[config.mk]
export PLATFORM = sky130hd
export DESIGN_NAME = kalman_filter_1d
export DESIGN_NICKNAME = d
export VERILOG_FILES = /design/src/rtl/kf1d_pkg.sv /design/src/rtl/kalman_filter_1d.sv /design/src/rtl/kf1d_div.sv /design/src/rtl/kf1d_datapath.sv /design/src/rtl/kf1d_ctrl.sv
export SDC_FILE = /design/constraint.sdc
export NUM_CORES = 2
export LEC_CHECK = 0
export BUFFER_PORTS_ARGS = -buffer_cell sky130_fd_sc_hd__buf_2
export CORE_UTILIZATION = 35
export DETAILED_ROUTE_END_ITERATION = 12
export GPL_TIMING_DRIVEN = 0
export HOLD_SLACK_MARGIN = 0.08
export PLACE_DENSITY = 0.52
export RECOVER_POWER = 25
export SYNTH_ARGS = -nofsm -noshare
export SYNTH_HDL_FRONTEND = slang
export SYNTH_HIERARCHICAL = 1
export SYNTH_SLANG_ARGS = --single-unit
[constraint.sdc]
create_clock -name clk -period 14.5 [get_ports clk]
set_clock_uncertainty 0.2 [all_clocks]
set_input_delay 3.625 -clock clk [delete_from_list [all_inputs] [get_ports clk]]
set_output_delay 3.625 -clock clk [all_outputs]
set_load 0.05 [all_outputs]
[src/rtl/kf1d_pkg.sv]
`default_nettype none
// ----------------------------------------------------------------------------
// kf1d_pkg
// Shared types and constants for the scalar Kalman filter.
// ----------------------------------------------------------------------------
package kf1d_pkg;

  localparam int FRAC_BITS = 16;
  localparam int DATA_W    = 32;
  localparam int CFG_IDX_W = 2;
  localparam int DIV_STEPS = DATA_W;
  localparam int DIV_CNT_W = $clog2(DIV_STEPS + 1);

  // configuration register indexes
  typedef enum logic [CFG_IDX_W-1:0] {
    CFG_MEAS_VAR  = 2'd0,
    CFG_MOTION_VAR = 2'd1,
    CFG_INIT_MEAN = 2'd2,
    CFG_INIT_VAR  = 2'd3
  } kf1d_cfg_idx_t;

  // whole number to fixed point, saturated to the unsigned range
  function automatic logic [DATA_W-1:0] fixed_from_int(input logic [DATA_W-1:0] whole);
    logic [2*DATA_W-1:0] wide;
    wide = {{DATA_W{1'b0}}, whole} << FRAC_BITS;
    if (wide[2*DATA_W-1:DATA_W] != '0) begin
      return '1;
    end
    return wide[DATA_W-1:0];
  endfunction

  localparam logic [DATA_W-1:0] MEAS_VAR_RST   = fixed_from_int(32'd4);
  localparam logic [DATA_W-1:0] MOTION_VAR_RST = fixed_from_int(32'd2);
  localparam logic [DATA_W-1:0] INIT_VAR_RST   = fixed_from_int(32'd1000);

  typedef enum logic [1:0] {
    MUL_A = 2'd0,   // |m| * r
    MUL_B = 2'd1,   // |z| * v
    MUL_P = 2'd2    // v * r
  } kf1d_mul_sel_t;

  typedef struct packed {
    logic          load;
    logic          mul_en;
    kf1d_mul_sel_t mul_sel;
    logic          sum_en;
    logic          div_start;
    logic          fin;
  } kf1d_cmd_t;

  typedef struct packed {
    logic div_done;
  } kf1d_sts_t;

endpackage
`default_nettype wire

[src/rtl/kalman_filter_1d.sv]
`default_nettype none
// ----------------------------------------------------------------------------
// kalman_filter_1d
// Scalar Kalman filter, Q16.16 fixed point.
//
// Input word (in_valid/in_stall): measurement, motion and a restart bit that
// reloads the initial mean and variance before the step. Result word
// (out_valid/out_stall): updated and predicted mean and variance.
// Configuration is written through cfg_wr_en/cfg_index/cfg_wdata; the user
// must do so only while idle, as the block does not enforce it. One word is
// in flight at a time; the step time is set by the two 32-step restoring
// dividers that run side by side after three passes of the shared multiplier.
// The result sits in an output register; the next word is taken while it
// waits. If the receiver stalls past the next step, the sequencer holds its
// finished result until the register frees. Reset (synchronous) clears the
// estimate to mean 0 and variance 1000.0 and restores the register defaults.
// ----------------------------------------------------------------------------
module kalman_filter_1d (
  input  wire logic                               clk,
  input  wire logic                               rst_n,
  input  wire logic                               in_valid,
  output logic                                    in_stall,
  input  wire logic signed [kf1d_pkg::DATA_W-1:0] in_measurement,
  input  wire logic signed [kf1d_pkg::DATA_W-1:0] in_motion,
  input  wire logic                               in_restart,
  output logic                                    out_valid,
  input  wire logic                               out_stall,
  output logic signed [kf1d_pkg::DATA_W-1:0]      out_updated_mean,
  output logic [kf1d_pkg::DATA_W-1:0]             out_updated_var,
  output logic signed [kf1d_pkg::DATA_W-1:0]      out_predicted_mean,
  output logic [kf1d_pkg::DATA_W-1:0]             out_predicted_var,
  input  wire logic                               cfg_wr_en,
  input  wire logic [kf1d_pkg::CFG_IDX_W-1:0]     cfg_index,
  input  wire logic [kf1d_pkg::DATA_W-1:0]        cfg_wdata
);
  import kf1d_pkg::*;

  kf1d_cmd_t cmd;
  kf1d_sts_t sts;

  kf1d_ctrl u_ctrl (
    .clk       (clk),
    .rst_n     (rst_n),
    .in_valid  (in_valid),
    .in_stall  (in_stall),
    .out_valid (out_valid),
    .out_stall (out_stall),
    .cmd       (cmd),
    .sts       (sts)
  );

  kf1d_datapath u_dp (
    .clk                (clk),
    .rst_n              (rst_n),
    .cmd                (cmd),
    .sts                (sts),
    .cfg_wr_en          (cfg_wr_en),
    .cfg_index          (cfg_index),
    .cfg_wdata          (cfg_wdata),
    .in_measurement     (in_measurement),
    .in_motion          (in_motion),
    .in_restart         (in_restart),
    .out_updated_mean   (out_updated_mean),
    .out_updated_var    (out_updated_var),
    .out_predicted_mean (out_predicted_mean),
    .out_predicted_var  (out_predicted_var)
  );

endmodule
`default_nettype wire

[src/rtl/kf1d_div.sv]
`default_nettype none
// ----------------------------------------------------------------------------
// kf1d_div
// Restoring divider, one quotient bit per cycle, 32-bit quotient of a
// 64-bit dividend by a 33-bit divisor (quotient must fit in 32 bits).
// ----------------------------------------------------------------------------
module kf1d_div (
  input  wire logic                          clk,
  input  wire logic                          rst_n,
  input  wire logic                          start,
  input  wire logic [2*kf1d_pkg::DATA_W-1:0] dividend,
  input  wire logic [kf1d_pkg::DATA_W:0]     divisor,
  output logic                               done,
  output logic [kf1d_pkg::DATA_W-1:0]        quotient
);
  import kf1d_pkg::*;

  logic [DATA_W:0]    rem_r;
  logic [DATA_W-1:0]  lo_r;
  logic [DIV_CNT_W-1:0] cnt_r;
  logic [DATA_W+1:0]  trial;
  logic [DATA_W+1:0]  diff;
  logic               ge;

  assign trial = {rem_r, lo_r[DATA_W-1]};
  assign diff  = trial - {1'b0, divisor};
  assign ge    = trial >= {1'b0, divisor};

  always_ff @(posedge clk) begin
    if (!rst_n) begin
      cnt_r <= '0;
    end else if (start) begin
      cnt_r <= DIV_CNT_W'(DIV_STEPS);
    end else if (cnt_r != '0) begin
      cnt_r <= cnt_r - 1'b1;
    end
  end

  always_ff @(posedge clk) begin
    if (start) begin
      rem_r <= {1'b0, dividend[2*DATA_W-1:DATA_W]};
      lo_r  <= dividend[DATA_W-1:0];
    end else if (cnt_r != '0) begin
      rem_r <= ge ? diff[DATA_W:0] : trial[DATA_W:0];
      lo_r  <= {lo_r[DATA_W-2:0], ge};
    end
  end

  assign done     = (cnt_r == '0);
  assign quotient = lo_r;

endmodule
`default_nettype wire

[src/rtl/kf1d_datapath.sv]
`default_nettype none
// ----------------------------------------------------------------------------
// kf1d_datapath
// Config registers, estimate state, shared multiplier, two dividers and
// the result register.
// ----------------------------------------------------------------------------
module kf1d_datapath (
  input  wire logic                             clk,
  input  wire logic                             rst_n,
  input  wire kf1d_pkg::kf1d_cmd_t              cmd,
  output kf1d_pkg::kf1d_sts_t                   sts,
  input  wire logic                             cfg_wr_en,
  input  wire logic [kf1d_pkg::CFG_IDX_W-1:0]   cfg_index,
  input  wire logic [kf1d_pkg::DATA_W-1:0]      cfg_wdata,
  input  wire logic signed [kf1d_pkg::DATA_W-1:0] in_measurement,
  input  wire logic signed [kf1d_pkg::DATA_W-1:0] in_motion,
  input  wire logic                             in_restart,
  output logic signed [kf1d_pkg::DATA_W-1:0]    out_updated_mean,
  output logic [kf1d_pkg::DATA_W-1:0]           out_updated_var,
  output logic signed [kf1d_pkg::DATA_W-1:0]    out_predicted_mean,
  output logic [kf1d_pkg::DATA_W-1:0]           out_predicted_var
);
  import kf1d_pkg::*;

  localparam logic signed [DATA_W:0] S_MAX = {2'b00, {(DATA_W-1){1'b1}}};
  localparam logic signed [DATA_W:0] S_MIN = {2'b11, {(DATA_W-1){1'b0}}};
  localparam logic [DATA_W-1:0]      Q_LIM = DATA_W'(2**(DATA_W-1));

  logic [DATA_W-1:0]        meas_var_r, motion_var_r, init_var_r;
  logic signed [DATA_W-1:0] init_mean_r;
  logic signed [DATA_W-1:0] est_mean_r;
  logic [DATA_W-1:0]        est_var_r;

  logic signed [DATA_W-1:0] m_r, mot_r;
  logic [DATA_W-1:0]        m_mag_r, z_mag_r, v_r;
  logic                     m_neg_r, z_neg_r;
  logic [2*DATA_W-1:0]      a_r, b_r, p_r, mag_r;
  logic                     neg_r;
  logic [DATA_W:0]          d_r;

  logic signed [DATA_W-1:0] m_sel;
  logic [DATA_W-1:0]        v_sel;
  logic [DATA_W-1:0]        op1, op2;
  logic [2*DATA_W-1:0]      prod;
  logic [2*DATA_W-1:0]      mag_nxt;
  logic                     neg_nxt;
  logic [DATA_W-1:0]        q_mean, q_var, q_clip;
  logic                     done_m, done_v;
  logic signed [DATA_W:0]   q_signed, q_sat;
  logic signed [DATA_W-1:0] upd_mean;
  logic [DATA_W-1:0]        upd_var;
  logic signed [DATA_W:0]   pm_sum;
  logic signed [DATA_W-1:0] pred_mean;
  logic [DATA_W:0]          pv_sum;
  logic [DATA_W-1:0]        pred_var;
  logic                     d_zero;

  // config registers
  always_ff @(posedge clk) begin
    if (!rst_n) begin
      meas_var_r   <= MEAS_VAR_RST;
      motion_var_r <= MOTION_VAR_RST;
      init_mean_r  <= '0;
      init_var_r   <= INIT_VAR_RST;
    end else if (cfg_wr_en) begin
      case (kf1d_cfg_idx_t'(cfg_index))
        CFG_MEAS_VAR:   meas_var_r   <= cfg_wdata;
        CFG_MOTION_VAR: motion_var_r <= cfg_wdata;
        CFG_INIT_MEAN:  init_mean_r  <= cfg_wdata;
        CFG_INIT_VAR:   init_var_r   <= cfg_wdata;
        default: ;
      endcase
    end
  end

  assign m_sel = in_restart ? init_mean_r : est_mean_r;
  assign v_sel = in_restart ? init_var_r  : est_var_r;

  always_ff @(posedge clk) begin
    if (cmd.load) begin
      m_r     <= m_sel;
      m_neg_r <= m_sel[DATA_W-1];
      m_mag_r <= m_sel[DATA_W-1] ? DATA_W'(-m_sel) : m_sel;
      z_neg_r <= in_measurement[DATA_W-1];
      z_mag_r <= in_measurement[DATA_W-1] ? DATA_W'(-in_measurement) : in_measurement;
      v_r     <= v_sel;
      mot_r   <= in_motion;
    end
  end

  // shared multiplier
  always_comb begin
    case (cmd.mul_sel)
      MUL_A: begin
        op1 = m_mag_r;
        op2 = meas_var_r;
      end
      MUL_B: begin
        op1 = z_mag_r;
        op2 = v_r;
      end
      MUL_P: begin
        op1 = v_r;
        op2 = meas_var_r;
      end
      default: begin
        op1 = '0;
        op2 = '0;
      end
    endcase
  end

  assign prod = {{DATA_W{1'b0}}, op1} * {{DATA_W{1'b0}}, op2};

  always_ff @(posedge clk) begin
    if (cmd.mul_en) begin
      case (cmd.mul_sel)
        MUL_A:   a_r <= prod;
        MUL_B:   b_r <= prod;
        MUL_P:   p_r <= prod;
        default: ;
      endcase
    end
  end

  // signed numerator as sign and magnitude
  always_comb begin
    if (m_neg_r == z_neg_r) begin
      mag_nxt = a_r + b_r;
      neg_nxt = m_neg_r;
    end else if (a_r >= b_r) begin
      mag_nxt = a_r - b_r;
      neg_nxt = m_neg_r;
    end else begin
      mag_nxt = b_r - a_r;
      neg_nxt = z_neg_r;
    end
  end

  always_ff @(posedge clk) begin
    if (cmd.sum_en) begin
      mag_r <= mag_nxt;
      neg_r <= neg_nxt;
      d_r   <= {1'b0, v_r} + {1'b0, meas_var_r};
    end
  end

  kf1d_div u_div_mean (
    .clk      (clk),
    .rst_n    (rst_n),
    .start    (cmd.div_start),
    .dividend (mag_r),
    .divisor  (d_r),
    .done     (done_m),
    .quotient (q_mean)
  );

  kf1d_div u_div_var (
    .clk      (clk),
    .rst_n    (rst_n),
    .start    (cmd.div_start),
    .dividend (p_r),
    .divisor  (d_r),
    .done     (done_v),
    .quotient (q_var)
  );

  assign sts.div_done = done_m & done_v;

  // update and prediction
  always_comb begin
    d_zero   = (d_r == '0);
    q_clip   = (q_mean > Q_LIM) ? Q_LIM : q_mean;
    q_signed = neg_r ? -$signed({1'b0, q_clip}) : $signed({1'b0, q_clip});
    q_sat    = (q_signed > S_MAX) ? S_MAX : q_signed;
    upd_mean = d_zero ? m_r : q_sat[DATA_W-1:0];
    upd_var  = d_zero ? '0 : q_var;
    pm_sum   = {upd_mean[DATA_W-1], upd_mean} + {mot_r[DATA_W-1], mot_r};
    if (pm_sum > S_MAX) begin
      pred_mean = S_MAX[DATA_W-1:0];
    end else if (pm_sum < S_MIN) begin
      pred_mean = S_MIN[DATA_W-1:0];
    end else begin
      pred_mean = pm_sum[DATA_W-1:0];
    end
    pv_sum   = {1'b0, upd_var} + {1'b0, motion_var_r};
    pred_var = pv_sum[DATA_W] ? '1 : pv_sum[DATA_W-1:0];
  end

  always_ff @(posedge clk) begin
    if (!rst_n) begin
      est_mean_r <= '0;
      est_var_r  <= INIT_VAR_RST;
    end else if (cmd.fin) begin
      est_mean_r <= pred_mean;
      est_var_r  <= pred_var;
    end
  end

  always_ff @(posedge clk) begin
    if (cmd.fin) begin
      out_updated_mean   <= upd_mean;
      out_updated_var    <= upd_var;
      out_predicted_mean <= pred_mean;
      out_predicted_var  <= pred_var;
    end
  end

endmodule
`default_nettype wire

[src/rtl/kf1d_ctrl.sv]
`default_nettype none
// ----------------------------------------------------------------------------
// kf1d_ctrl
// Sequencer for one filter step and the result word valid flag.
// ----------------------------------------------------------------------------
module kf1d_ctrl (
  input  wire logic                 clk,
  input  wire logic                 rst_n,
  input  wire logic                 in_valid,
  output logic                      in_stall,
  output logic                      out_valid,
  input  wire logic                 out_stall,
  output kf1d_pkg::kf1d_cmd_t       cmd,
  input  wire kf1d_pkg::kf1d_sts_t  sts
);
  import kf1d_pkg::*;

  typedef enum logic [7:0] {
    ST_IDLE  = 8'b0000_0001,
    ST_MA    = 8'b0000_0010,
    ST_MB    = 8'b0000_0100,
    ST_MP    = 8'b0000_1000,
    ST_SUM   = 8'b0001_0000,
    ST_START = 8'b0010_0000,
    ST_DIV   = 8'b0100_0000,
    ST_FIN   = 8'b1000_0000
  } kf1d_state_t;

  kf1d_state_t state_r, state_nxt;
  logic        out_valid_r, out_valid_nxt;
  logic        out_free;

  assign out_free = !out_valid_r || !out_stall;

  always_comb begin
    state_nxt = state_r;
    cmd       = '0;
    cmd.mul_sel = MUL_A;
    case (state_r)
      ST_IDLE: begin
        if (in_valid) begin
          cmd.load  = 1'b1;
          state_nxt = ST_MA;
        end
      end
      ST_MA: begin
        cmd.mul_en  = 1'b1;
        cmd.mul_sel = MUL_A;
        state_nxt   = ST_MB;
      end
      ST_MB: begin
        cmd.mul_en  = 1'b1;
        cmd.mul_sel = MUL_B;
        state_nxt   = ST_MP;
      end
      ST_MP: begin
        cmd.mul_en  = 1'b1;
        cmd.mul_sel = MUL_P;
        state_nxt   = ST_SUM;
      end
      ST_SUM: begin
        cmd.sum_en = 1'b1;
        state_nxt  = ST_START;
      end
      ST_START: begin
        cmd.div_start = 1'b1;
        state_nxt     = ST_DIV;
      end
      ST_DIV: begin
        if (sts.div_done) begin
          state_nxt = ST_FIN;
        end
      end
      ST_FIN: begin
        if (out_free) begin
          cmd.fin   = 1'b1;
          state_nxt = ST_IDLE;
        end
      end
      default: state_nxt = ST_IDLE;
    endcase
  end

  always_comb begin
    if (cmd.fin) begin
      out_valid_nxt = 1'b1;
    end else if (!out_stall) begin
      out_valid_nxt = 1'b0;
    end else begin
      out_valid_nxt = out_valid_r;
    end
  end

  always_ff @(posedge clk) begin
    if (!rst_n) begin
      state_r     <= ST_IDLE;
      out_valid_r <= 1'b0;
    end else begin
      state_r     <= state_nxt;
      out_valid_r <= out_valid_nxt;
    end
  end

  assign in_stall  = (state_r != ST_IDLE);
  assign out_valid = out_valid_r;

endmodule
`default_nettype wire
==> flow_metrics.tcl <==
set metrics [dict create \
    wirelength_um 390000 \
    vias 75551 \
    drc 0 \
    synth_compound_area_share_pct 14.2 \
    ys_seq_area_share_pct 28.5 \
    cts-htree-levels 3 \
    portBuffers 231 \
    crit_path_frequent_cell "fa_1" \
    start_util_pct 35.2 \
    syn-num-nets 11259 \
    layout_min_cycle_time_ns 14.17 \
    synthMuxAreaShare_pct 3.61 \
    ys_warn_count 6 \
    finalSetupViolCount 0 \
    clkLatencyLatePin_ns 0.76 \
    holdBufCountCts 0 \
    row_count 185 \
    maxCapViolCount 9 \
    dr.pass1.iters 6 \
    fin_crit_sh_pct 97.7 \
    crit_fanout 10 \
    initialDrtViolationCount 7545 \
    drtAntennaViolNets 0 \
    failed_checks "capacitance limit, slew limit" \
    leakagePower_nw 41.5 \
    cts_root_buffer "clkbuf_16" \
    grt_usage_pct 29.7 \
    maxSlewViolCount 272 \
    async_flop_share_pct 0 \
    cp.required_ns 14.65 \
    slew_headroom_pct -115 \
    hold_viol_final 0 \
    antenna_found_initial 49 \
    syn-instance-count 9631 \
    die_height_um 507 \
    synth_top_family_by_area "adder cells" \
    tritoncts "yes" \
    arrival_ns 14.32 \
    crit_path_top_delay_cell "xnor2_1" \
    syn_to_final_growth_pct 10.8 \
    synth_simple_gate_area_share_pct 13.9 \
    synthAdderAreaFrac_pct 28.9 \
    dp_cells 13277 \
    cts_buffers 98 \
    synth-edff-count 706 \
    clk_path_buf_depth 3 \
    critPathKind "reg2reg" \
    slowest_delay_ns 0.85 \
    n_fill_cell 25589 \
    power_density_mw_per_mm2 169 \
    path_clk_slew_ns 0.06 \
    cts_resized 1 \
    place.gp.congestion 1.03 \
    synth_top_cell_area_share_pct 23.7 \
    use_met1_pct 37.9 \
    dieArea_mm2 0.257 \
    synthXorXnorAreaFrac_pct 3.27 \
    fin_hold_ws_ns 0.264 \
    grt_pass1_vias 75345 \
    drt-wirelength-per-cell_um 28.9 \
    grt_overflow 0 \
    synth_top_area_cell "edfxtp_1" \
    grt_pass1_wl_um 545000 \
    dp_hpwl_um 324000 \
    synth-main-ff-cell "edfxtp_1" \
    grt_util_met3_pct 5.05 \
    clock_sinks 921 \
    ir_worst_vdd_uv 142 \
    die_x_um 507 \
    grt_max_degree 101 \
    drive_above_1_share_pct 7.37 \
    status "finished, violations left" \
    ys_seq_elements 921 \
    crit_path_end_kind "register" \
    cp-start-kind "register" \
    grt_use_met2_pct 47.8 \
    tightestPinTransition_ns 3.22 \
    synth_area_mm2 0.0894 \
    core_mm2 0.254 \
    vias_per_cell 5.60 \
    top_usage_layer "met2" \
    final_nets 11641 \
    fmax_mhz 70.6 \
    ios 234 \
    cts_setup_buffers 0 \
    ys_top_cells_by_area "edfxtp_1, fa_1, ha_1" \
    instances_no_fill 13494 \
    synth.avg_cell_area_um2 9.28 \
    synth_cell_types 103 \
    min_path_type "reg2reg" \
]
## cells in the mapped netlist, drive strengths merged, types with 141 or more instances
cell type and number:
nand2 1478, inv 1331, fa 904, edfxtp 706, ha 620, nor2 591, a21oi 541, o21ai 421
clkbuf 392, xnor2 246, dfxtp 215, mux2 202, a21o 171, a21boi 141
## final timing paths
kind,start,end,slack [ns],depth (start not counted)
worst min-delay path,u_dp/init_var_r[8]$_SDFFE_PN0P_,u_dp/init_var_r[8]$_SDFFE_PN0P_,0.26,2
worst min register to register,u_dp/init_var_r[8]$_SDFFE_PN0P_,u_dp/init_var_r[8]$_SDFFE_PN0P_,0.26,2
worst max-delay path,u_ctrl/state_r[7]$_SDFFE_PN0P_,u_dp/a_r[59]$_DFFE_PP_,0.33,37
worst max register to register,u_ctrl/state_r[7]$_SDFFE_PN0P_,u_dp/a_r[59]$_DFFE_PP_,0.33,37
## final cells by class
class,count,area [µm²],area share [%]
Timing Repair Buffer,282,1860,1.88
Clock inverter,57,733,0.740
Multi-Input combinational cell,6923,57200,57.8
Buffer,454,1790,1.81
Tap cell,3366,4210,4.25
Clock buffer,128,2680,2.70
Antenna cell,30,75.1,0.0758
Sequential cell,921,25500,25.7
Inverter,1333,5000,5.05
## cells by family (layout without fill, tap and decap cells)
kind of cell | after synthesis | count (layout)
AND/OR/NAND/NOR | 2816 | 2816
AO/OA/AOI/OAI | 1965 | 1965
buffers and inverters | 1787 | 2254
adder cells (fa/ha/maj) | 1524 | 1524
flip-flops | 921 | 921
XOR/XNOR | 334 | 334
multiplexers | 284 | 284
other | 0 | 30
## sequential cells by signal, indices dropped and copies added, names as in the netlist, 33 cells and up
name,count
u_dp/a_r,64
u_dp/b_r,64
u_dp/mag_r,64
u_dp/p_r,64
u_dp/d_r,33
u_dp/u_div_mean/rem_r,33
u_dp/u_div_var/rem_r,33
## where the power goes
group | switching (W) | total, W | internal, W
clock | 0.00115 | 0.00269 | 0.00154
sequential | 0.000359 | 0.00422 | 0.00386
combinational | 0.00668 | 0.00983 | 0.00314
total | 0.00819 | 0.0167 | 0.00854
## critical path, delay by kind of cell, from the launching register on
kind,cells,cell delay (ns)
compound gates,9,3.13
fa+ha+maj,9,4.52
xor+xnor,1,0.85
simple gates,5,1.16
buf+inv,13,3.46
flops,1,0.37
## cells in the final DEF (no fill, tap or decap), types with 50 or more instances in the layout
| cell type | instances |
|---|---|
| nand2_1 | 1477 |
| inv_1 | 1331 |
| fa_1 | 904 |
| edfxtp_1 | 706 |
| ha_1 | 620 |
| nor2_1 | 590 |
| a21oi_1 | 534 |
| clkbuf_1 | 433 |
| o21ai_0 | 410 |
| xnor2_1 | 245 |
| buf_2 | 239 |
| dfxtp_1 | 215 |
| a21o_1 | 171 |
| mux2_2 | 161 |
| a21boi_0 | 141 |
| nor3_1 | 130 |
| clkbuf_16 | 100 |
| a31oi_1 | 99 |
| and2_1 | 89 |
| xor2_1 | 87 |
| o21bai_1 | 81 |
| mux2i_1 | 81 |
| nor2b_1 | 77 |
| nand3_1 | 75 |
| nand4_1 | 69 |
| o211ai_1 | 66 |
| nand2b_1 | 65 |
| o21a_1 | 60 |
| nor4_1 | 50 |
## stage by stage
| stage | area, µm² | worst slack, ns | util, % | TNS (ns) | total power [W] |
|---|---|---|---|---|---|
| 6_report | 99100 | 0.334 | 39.0 | 0 | 0.0167 |
| 5_1_grt | 99000 | -0.0118 | 39.0 | -0.0236 | 0.0175 |
| 4_1_cts | 99200 | 0.241 | 39.1 | 0 | 0.0167 |
| 3_5_place_dp | 95800 | 0.0212 | 37.7 | 0 | 0.0139 |
| 3_3_place_gp | 94800 | -1.96 | 37.3 | -108.21 | 0.0138 |
| 2_1_floorplan | 89400 | 3.36 | - | 0 | 0.00993 |
## metal layers
| layer | vias to the layer above | wire length [µm] |
|---|---|---|
| met1 | 38159 | 157000 |
| li1 | 33001 | - |
| met3 | 872 | 29800 |
| met5 | - | 243 |
| met2 | 3503 | 179000 |
| met4 | 16 | 23700 |
Power figures use the tool's default switching activity.
